===== config.mk =====
export PLATFORM = sky130hd
export DESIGN_NAME = cfbf_ram
export DESIGN_NICKNAME = d
export VERILOG_FILES = /design/src/rtl/cfbf_ram.sv
export SDC_FILE = /design/constraint.sdc
export NUM_CORES = 1
export LEC_CHECK = 0
export BUFFER_PORTS_ARGS = -buffer_cell sky130_fd_sc_hd__clkbuf_2
export CAP_MARGIN = 10
export CORE_AREA = 4 4 95 97
export DETAILED_ROUTE_END_ITERATION = 6
export DIE_AREA = 0 0 99 101
export HOLD_SLACK_MARGIN = 0.03
export PLACE_DENSITY = 0.86
export REMOVE_ABC_BUFFERS = 1
export SLEW_MARGIN = 20
export SYNTH_ARGS = -nofsm -noshare
export SYNTH_HDL_FRONTEND = slang
export SYNTH_SLANG_ARGS = --single-unit

===== constraint.sdc =====
create_clock -name clk_i -period 4.4 [get_ports clk_i]
set_input_delay 0.88 -clock clk_i [delete_from_list [all_inputs] [get_ports clk_i]]
set_output_delay 0.88 -clock clk_i [all_outputs]
set_load 0.01 [all_outputs]

===== src/rtl/cfbf_ram.sv =====
`timescale 1ns / 1ps
// ----------------------------------------------------------------------------
// CAN frame batch framer RAM
// Simple dual-port RAM with one write port and one registered read port.
// ----------------------------------------------------------------------------
module cfbf_ram #(
  parameter int Width = 8,
  parameter int Depth = 16
) (
  input  logic                                    clk_i,
  input  logic                                    we_i,
  input  logic [((Depth > 1) ? $clog2(Depth) : 1)-1:0] waddr_i,
  input  logic [Width-1:0]                        wdata_i,
  input  logic                                    re_i,
  input  logic [((Depth > 1) ? $clog2(Depth) : 1)-1:0] raddr_i,
  output logic [Width-1:0]                        rdata_o
);

  logic [Width-1:0] mem_q [Depth];
  logic [Width-1:0] rdata_q;

  always_ff @(posedge clk_i) begin
    if (we_i) begin
      mem_q[waddr_i] <= wdata_i;
    end
    if (re_i) begin
      rdata_q <= mem_q[raddr_i];
    end
  end

  assign rdata_o = rdata_q;

endmodule


==> results of run 1 <==
-- how the worst min path moves through the flow --
stage	endpoint	slack [ns]	cells after the start
CTS	rdata_o[4]	0.74	1
floorplan	rdata_o[0]	0.70	3
global placement	rdata_o[3]	0.74	3
detailed placement	rdata_o[3]	0.74	3
global route	rdata_o[7]	0.74	1
finish	rdata_o[3]	0.76	3
-- metal layers --
| metal | part of all wire, % | vias up | track usage, % |
|---|---|---|---|
| li1 | - | 1070 | - |
| met1 | 40 | 1267 | 31.54 |
| met2 | 50 | 152 | 35.38 |
| met3 | 8.7 | 13 | 7.820 |
| met4 | 1.4 | 0 | 7.563 |
| met5 | 0 | - | 0 |
-- sequential cells by signal, summed over array words and instances (netlist names) --
| name | cells |
|---|---|
| mem_q | 128 |
| rdata_o | 8 |
-- Yosys cell counts --
cell type	count	share of area [%]
nand2b_1	2	0.24
and2_1	1	0.12
or3b_2	1	0.17
buf_2	3	0.29
edfxtp_1	136	78
mux4_1	14	7.0
mux4_2	18	7.8
nand3b_1	2	0.29
nor2_1	13	0.93
nand2_1	9	0.65
a22oi_1	16	2.3
clkdlybuf4s25_2	3	0.57
nor2b_1	1	0.12
nor3_1	4	0.38
buf_4	1	0.14
nand3_1	1	0.096
and2b_1	1	0.14
buf_6	3	0.65
-- worst min-delay path, delay by kind of cell, from the launching register on --
kind | cells | cell delay, ns
DFF | 1 | 0.31
muxes | 1 | 0.23
AOI/OAI and AO/OA | 1 | 0.06
and+or+nand+nor | 1 | 0.06
-- power groups by stage --
stage                     registers [mW]  logic (mW)  clock network (mW)
after detailed placement            1.50       0.128                   0
after global placement              1.49       0.123                   0
after CTS                           1.47       0.129                1.32
after global routing                1.47       0.139                1.40
final                               1.47       0.128                1.31
after floorplan                     1.50      0.0582                   0
-- per-stage QoR --
step / power (mW) / hold WS, ns / cells
2_1_floorplan: 1.554 / 0.7048 / 219
3_3_place_gp: 1.617 / 0.7369 / 356
3_5_place_dp: 1.624 / 0.7417 / 356
4_1_cts: 2.923 / 0.7449 / 388
5_1_grt: 3.006 / 0.7431 / 388
6_report: 2.910 / 0.7576 / 388
-- area by class of cell --
cell class              count  area share, %
clock inverters            15          2.375
well taps                 105          2.188
repair buffers             32          2.917
clock buffers              17          6.897
multi-input cells          83          17.61
flip-flops and latches    136          68.01
-- cells by family after synthesis --
group,count (synthesis),synth area share [%]
AOI/OAI and AO/OA,16,2.298
buffers and inverters,10,1.651
DFF,136,78.12
muxes,32,14.79
and+or+nand+nor,35,3.136
==> impl_metrics.csv, run 1 <==
group,metric,value,unit
cts,path_clk_slew,0.06,ns
job,cap_violations,0,
sta,fin_crit,2.543,ns
synth,ys_types,18,
global_route,grt_pass1_vias,2548,
worst_setup_path,slowest_delay,0.63,ns
hold_path,hold_class,"flop to flop",
cts,clock_sinks,136,
global_route,antenna_found_initial,0,
worst_setup_path,crit_buf_inv,2,
worst_setup_path,startpoint,"raddr_i[0]",
cts,cts_root_buffer,"clkbuf_8",
worst_setup_path,ff2ff_path_depth,3,
die,io_pins,27,
worst_setup_path,startpoint_type,"input pin",
cts,tritoncts,"built",
sta,maxSlewViolCount,0,
synth,synthCells,229,
worst_setup_path,timing.rr.start,"mem_q[2][2]",
die,start_util,64.27,%
pwr,leakage,2.010,nW
die,die_h,101,µm
synth,ys_warn_count,0,
worst_setup_path,crit_slowest_cell,"clkbuf_2",
sta,fin_crit_sh,57.80,%
die,die_x,99,µm
outcome,outcome,"finished, final reports clean",
synth,synth.cell_area,5228,µm²
sta,setup_ws,1.857,ns
cts,clockBufferDepth,2,
final_layout,layout_common_cells,"edfxtp_1, clkbuf_2, mux4_2, a22oi_1, clkbuf_16",
routing,wirelength,10320,µm
pwr,p_sw,0.6391,mW
pwr,combPwrFrac,4.4,%
worst_setup_path,r2r_slack,2.85,ns
cts,cts_hold_buffers,0,
worst_setup_path,worstReg2RegEnd,"rdata_o[2]",
hold_path,hp-start,"mem_q[5][3]",
routing,vias,2502,
pwr,clkPwrFrac,45.1,%
final_layout,nets,289,
sta,hold_violations,0,
worst_setup_path,criticalPathCategory,"input pin to flop",
placed_design,place_area,5448,µm²
final_layout,fillers,433,
cts,cts_setup_buffers,0,
final_layout,antenna_cells,0,
routing,antenna_violating_nets_post_route,0,
die,rows,33,
final_layout,drive_gt1_share,28.98,%
worst_setup_path,cp-endpoint,"rdata_o[0]",
cts,clock_latency,0.52,ns
final_layout,design_area,6005,µm²
routing,dr.pass1.iters,7,
worst_setup_path,critPathMaxFanout,24,
pwr,peakVddDrop,369.4,µV
die,core_region_area,8134,µm²
cts,h-tree-depth,4,
pwr,internal_power,2.271,mW
pwr,swShare,21.96,%
worst_setup_path,cp_num_cells,5,
worst_setup_path,cp.required,4.67,ns
global_route,grt_first_pass_wirelength,15860,µm
worst_setup_path,end_kind,"flop",
synth,avgSynthCellArea,22.83,µm²
routing,via_per_inst,6.448,
sta,relSlewSlack,36.59,%
sta,worst_slew_pin_slew,0.9477,ns
global_route,grt_usage,23.00,%
final_layout,ff_latch_area,4084,µm²
global_route,overflow,0,
synth,synth_seq_area_share,78.12,%
global_route,grt_max_degree,33,
cts,cts_resized,0,
final_layout,multi_input_area,1057,µm²
worst_setup_path,path_delay_family,"buffers and inverters",
synth,synth-seq-cells,136,
routing,wire_per_inst,26.59,µm
sta,rsz0062_at_grt,"no",
routing,post-route-drc-count,0,
routing,drtIter0Drc,288,
pwr,power.density,484.7,nW/µm²
placed_design,dp_hpwl,6030,µm
sta,setup-tns-final,0,ns
sta,fmax,393.2,MHz
sta,clock_skew,0.007854,ns
sta,finalSetupViolCount,0,
final_layout,final_common_cell,"edfxtp_1",
placed_design,io_buffer_count,26,
final_layout,final_util,73.82,%
worst_setup_path,path_cells,"clkbuf_2, buf_4, mux4_1, a22oi_1, nand2_1",
pwr,p_seq_share,50.5,%
cts,cts_made_buffers,17,
worst_setup_path,arrival,2.81,ns
final_layout,areaGrowthSynthToFinish,14.86,%
die,die-area,9999,µm²
placed_design,pre_cts_slack,1.293,ns
placed_design,place.gp.congestion,0.7365,
Note: power is estimated with default switching activity, not from simulation.
==> run 2: changes to the inputs <==
--- a/config.mk
+++ b/config.mk
@@ -7,11 +7,11 @@
 export LEC_CHECK = 0
 export BUFFER_PORTS_ARGS = -buffer_cell sky130_fd_sc_hd__clkbuf_2
 export CAP_MARGIN = 10
-export CORE_AREA = 4 4 95 97
+export CORE_AREA = 4 4 99 101
 export DETAILED_ROUTE_END_ITERATION = 6
-export DIE_AREA = 0 0 99 101
+export DIE_AREA = 0 0 103 105
 export HOLD_SLACK_MARGIN = 0.03
-export PLACE_DENSITY = 0.86
+export PLACE_DENSITY = 0.8
 export REMOVE_ABC_BUFFERS = 1
 export SLEW_MARGIN = 20
 export SYNTH_ARGS = -nofsm -noshare
==> constraint.sdc (replaced) <==
create_clock -name clk_i -period 2.4 [get_ports clk_i]
set_input_delay 0.48 -clock clk_i [delete_from_list [all_inputs] [get_ports clk_i]]
set_output_delay 0.48 -clock clk_i [all_outputs]
set_load 0.01 [all_outputs]
==> impl_metrics.csv, run 2 (synthesis gave the netlist of run 1 again) <==
group,metric,value,unit
outcome,outcome,"finished, final reports clean",
final_layout,nets,303,
cts,h-tree-depth,4,
placed_design,io_buffer_count,26,
global_route,grt_usage,20.27,%
hold_path,hold_class,"input pin to flop",
global_route,grt_max_degree,19,
die,die_h,105,µm
final_layout,layout.cells.non_filler,408,
final_layout,final_common_cell,"edfxtp_1",
cts,tritoncts,"built",
cts,cts_made_buffers,17,
worst_setup_path,criticalPathCategory,"input pin to flop",
sta,fin_crit,1.643,ns
final_layout,largest_register_ffs,128,
final_layout,areaGrowthSynthToFinish,17.47,%
worst_setup_path,startpoint_type,"input pin",
worst_setup_path,crit_slowest_cell,"mux4_1",
die,io_pins,27,
worst_setup_path,timing.rr.start,"mem_q[3][5]",
sta,setup_ws,0.7570,ns
routing,dr.pass1.iters,4,
worst_setup_path,path_delay_family,"multiplexers",
pwr,p_sw,1.154,mW
placed_design,pre_cts_slack,0.2031,ns
die,die_x,103,µm
final_layout,fillers,574,
pwr,peakVddDrop,529.3,µV
placed_design,dp_hpwl,6122,µm
worst_setup_path,critPathMaxFanout,14,
routing,antenna_violating_nets_post_route,0,
worst_setup_path,arrival,1.89,ns
die,start_util,57.95,%
worst_setup_path,slowest_delay,0.55,ns
sta,fin_crit_sh,68.46,%
routing,wirelength,9742,µm
pwr,power.density,867.7,nW/µm²
global_route,antenna_found_initial,0,
cts,clock_latency,0.52,ns
final_layout,drive_gt1_share,32.32,%
sta,rsz0062_at_grt,"no",
cts,cts_hold_buffers,0,
routing,via_per_inst,6.069,
cts,cts_setup_buffers,0,
pwr,leakage,2.097,nW
routing,vias,2476,
pwr,swShare,21.66,%
pwr,p_seq_share,50.5,%
final_layout,antenna_cells,0,
cts,path_clk_slew,0.06,ns
sta,fmax,608.6,MHz
routing,wire_per_inst,23.88,µm
die,die-area,10820,µm²
cts,cts_resized,0,
global_route,grt_first_pass_wirelength,15140,µm
job,cap_violations,0,
routing,post-route-drc-count,0,
sta,setup-tns-final,0,ns
pwr,combPwrFrac,4.6,%
worst_setup_path,crit_buf_inv,2,
worst_setup_path,cp.required,2.64,ns
sta,worst_slew_pin_slew,0.7077,ns
pwr,internal_power,4.174,mW
sta,hold_violations,0,
placed_design,place.gp.congestion,0.7866,
worst_setup_path,path_cells,"clkbuf_2, buf_12, mux4_1, a22oi_1, nand2_1",
cts,clockBufferDepth,2,
sta,clock_skew,0.005112,ns
sta,maxSlewViolCount,0,
pwr,clkPwrFrac,44.9,%
sta,relSlewSlack,52.73,%
worst_setup_path,end_kind,"flop",
sta,finalSetupViolCount,0,
cts,cts_root_buffer,"clkbuf_8",
final_layout,layout_common_cells,"edfxtp_1, clkbuf_2, mux4_2, buf_4",
routing,drtIter0Drc,170,
final_layout,largest-register,"mem_q",
worst_setup_path,startpoint,"raddr_i[0]",
die,core_region_area,9021,µm²
hold_path,hp-start,"re_i",
die,rows,35,
global_route,overflow,0,
global_route,grt_pass1_vias,2565,
placed_design,placedCellCount,376,
cts,clock_sinks,136,
==> run 2: cell count changes in the layout (fill, tap and decap cells not counted) <==
cell	before	now
buf_12	0	2
clkinvlp_4	3	2
buf_4	6	18
inv_6	4	7
clkinv_4	4	3
inv_8	1	0
==> run 2: cell type report <==
class	instances	area, µm²	share of cell area [%]
repair buffers	46	305.3	4.971
well taps	111	138.9	2.262
multi-input cells	83	1057	17.22
flip-flops and latches	136	4084	66.50
clock inverters	15	141.4	2.302
clock buffers	17	414.1	6.744
==> run 2: stage by stage <==
stage	cell area (µm²)	hold WS (ns)	util, %	power (mW)
after detailed placement	5585	0.7427	61.91	2.991
final	6141	0.3500	68.07	5.328
after global placement	5585	0.7292	61.91	2.977
after floorplan	5141	0.5789	-	2.848
after CTS	6141	0.3377	68.07	5.370
after global routing	6141	0.3497	68.07	5.519
==> run 2: metal layers <==
layer,routed length [µm],GRT usage [%],part of all wire [%],vias up
met5,0,0,0,-
met1,3961,29.87,41,1245
met2,4866,29.70,50,115
li1,-,-,-,1099
met4,156,7.031,1.6,0
met3,758,5.407,7.8,17
==> run 2: final timing paths <==
check,end,slack (ns),cells past startpoint
worst min register to register,rdata_o[1],0.76,3
worst min-delay path,rdata_o[2],0.35,1
worst max-delay path,rdata_o[5],0.76,5
worst max register to register,rdata_o[5],0.86,3
==> run 2: power by group through the flow <==
stage                     logic (mW)  registers (mW)  clock network (mW)
after detailed placement       0.250            2.74                   0
final                          0.246            2.69                2.39
after global placement         0.240            2.74                   0
after global routing           0.269            2.69                2.56
after floorplan                0.107            2.74                   0
after CTS                      0.250            2.69                2.43
==> run 3: changes to the inputs <==
--- a/config.mk
+++ b/config.mk
@@ -7,11 +7,11 @@
 export LEC_CHECK = 0
 export BUFFER_PORTS_ARGS = -buffer_cell sky130_fd_sc_hd__clkbuf_2
 export CAP_MARGIN = 10
-export CORE_AREA = 4 4 99 101
+export CORE_AREA = 4 4 104 106
 export DETAILED_ROUTE_END_ITERATION = 6
-export DIE_AREA = 0 0 103 105
+export DIE_AREA = 0 0 108 110
 export HOLD_SLACK_MARGIN = 0.03
-export PLACE_DENSITY = 0.8
+export PLACE_DENSITY = 0.76
 export REMOVE_ABC_BUFFERS = 1
 export SLEW_MARGIN = 20
 export SYNTH_ARGS = -nofsm -noshare
==> constraint.sdc (replaced) <==
create_clock -name clk_i -period 1.5 [get_ports clk_i]
set_input_delay 0.3 -clock clk_i [delete_from_list [all_inputs] [get_ports clk_i]]
set_output_delay 0.3 -clock clk_i [all_outputs]
set_load 0.01 [all_outputs]
==> impl_metrics.csv, run 3 (synthesis gave the netlist of run 1 again) <==
group,metric,value,unit
worst_setup_path,critPathMaxFanout,1,
placed_design,io_buffer_count,26,
sta,rsz0062_at_grt,"yes",
routing,antenna_violating_nets_post_route,0,
outcome,outcome,"finished, final reports clean",
sta,setup_ws,0.01418,ns
worst_setup_path,worstReg2RegEnd,"rdata_o[4]",
routing,vias,2603,
sta,finalSetupViolCount,0,
routing,dr.pass1.iters,7,
sta,clock_skew,0.005307,ns
cts,cts_root_buffer,"clkbuf_8",
cts,clock_sinks,136,
final_layout,largest_register_ffs,128,
cts,cts_made_buffers,17,
hold_path,whs_path_depth,1,
final_layout,areaGrowthSynthToFinish,21.21,%
final_layout,nets,315,
routing,via_per_inst,5.889,
placed_design,dp_hpwl,6710,µm
final_layout,antenna_cells,0,
final_layout,fillers,628,
global_route,antenna_found_initial,0,
worst_setup_path,startpoint,"mem_q[11][4]",
pwr,peakVddDrop,942.6,µV
cts,clock_latency,0.51,ns
worst_setup_path,r2r_slack,0.01,ns
sta,worst_slew_pin_slew,0.8166,ns
worst_setup_path,ff2ff_path_depth,3,
sta,fin_crit,1.486,ns
worst_setup_path,timing.rr.start,"mem_q[11][4]",
die,core_region_area,9774,µm²
die,rows,36,
hold_path,hp-start,"re_i",
worst_setup_path,crit_buf_inv,0,
cts,clockBufferDepth,2,
die,die_x,108,µm
die,die-area,11880,µm²
die,die_h,110,µm
worst_setup_path,cp.required,1.75,ns
sta,relSlewSlack,45.45,%
global_route,grt_first_pass_wirelength,16480,µm
global_route,grt_max_degree,19,
sta,fin_crit_sh,99.05,%
final_layout,largest-register,"mem_q",
cts,cts_hold_buffers,0,
sta,fmax,673.0,MHz
die,start_util,53.48,%
worst_setup_path,cp-endpoint,"rdata_o[4]",
sta,hold_violations,0,
hold_path,hold_class,"input pin to flop",
die,io_pins,27,
cts,cts_setup_buffers,0,
final_layout,final_util,64.82,%
global_route,overflow,0,
job,cap_violations,0,
routing,wire_per_inst,24.64,µm
placed_design,pre_cts_slack,-0.4454,ns
final_layout,drive_gt1_share,38.19,%
routing,wirelength,10890,µm
pwr,power.density,1411,nW/µm²
placed_design,place.gp.congestion,0.7962,
worst_setup_path,end_kind,"flop",
worst_setup_path,criticalPathCategory,"flop to flop",
pwr,leakage,2.158,nW
worst_setup_path,arrival,1.73,ns
worst_setup_path,slowest_delay,0.51,ns
global_route,grt_usage,20.10,%
worst_setup_path,startpoint_type,"flop",
routing,post-route-drc-count,0,
worst_setup_path,path_cells,"mux4_2, a22oi_2, nand2_1",
cts,h-tree-depth,4,
cts,tritoncts,"built",
final_layout,layout_common_cells,"edfxtp_1, buf_4, clkbuf_2, mux4_2, clkbuf_16",
routing,drtIter0Drc,246,
sta,timing.hold.ws,0.1872,ns
worst_setup_path,crit_slowest_cell,"mux4_2",
sta,maxSlewViolCount,0,
worst_setup_path,path_delay_family,"multiplexers",
final_layout,final_common_cell,"edfxtp_1",
worst_setup_path,cp_num_cells,3,
pwr,power.total,8.937,mW
global_route,grt_pass1_vias,2670,
cts,path_clk_slew,0.06,ns
[run 3: cell types whose count changed in the layout (fill, tap and decap cells not counted)]
cell,previous run,this run
bufinv_16,1,4
a22oi_2,0,6
mux4_2,18,24
clkinvlp_4,2,3
buf_4,18,28
mux4_1,14,8
clkbuf_1,0,2
inv_6,7,0
buf_12,2,4
clkinv_4,3,2
a22oi_1,16,10
clkinv_2,1,3
[run 3: power breakdown]
part	switching [mW]	leakage, nW	internal [mW]	total (mW)
registers	0.0257	1.24	4.28	4.31
clock network	1.48	0.285	2.69	4.17
logic	0.258	0.637	0.202	0.460
[run 3: layer usage]
metal  global-route usage [%]  part of all wire (%)  up-vias  wire, µm
li1                         -                     -     1109         -
met1                    28.13                    41     1330      4415
met2                    31.75                    49      148      5382
met3                    4.950                   8.3       16       905
met4                    6.492                   1.7        0       189
met5                        0                     0        -         0
[run 3: repair_timing]
| item | CTS | global route |
|---|---|---|
| setup endpoints to repair | 7 | 6 |
| gates resized for setup | 10 | 2 |
| pin swaps | 2 | 4 |
| cloned | 0 | 0 |
[run 3: worst min-delay path by stage]
stage	to	slack, ns
finish	rdata_o[0]	0.19
global route	rdata_o[4]	0.20
CTS	rdata_o[0]	0.18
detailed placement	rdata_o[4]	0.72
global placement	rdata_o[4]	0.71
floorplan	mem_q[0][0]	0.40
[run 3: worst reg2reg max path, stage by stage (launching register included)]
cell,delay [ns]
edfxtp_1,0.39
mux4_2,0.51
a22oi_2,0.22
nand2_1,0.11
[run 3: layout make-up]
class | instances | area (µm²) | area share, %
Multi-Input combinational cell | 83 | 1065 | 16.80
Timing Repair Buffer | 58 | 420.4 | 6.635
Clock buffer | 19 | 421.7 | 6.655
Tap cell | 133 | 166.4 | 2.626
Sequential cell | 136 | 4084 | 64.45
Clock inverter | 13 | 178.9 | 2.824
[run 3: stage by stage]
step                setup TNS [ns]  cells  cell area (µm²)
floorplan                   -3.601    219             5141
global placement            -5.215    410             5728
detailed placement          -5.753    410             5728
CTS                              0    442             6344
global route              -0.07347    442             6336
finish                           0    442             6336
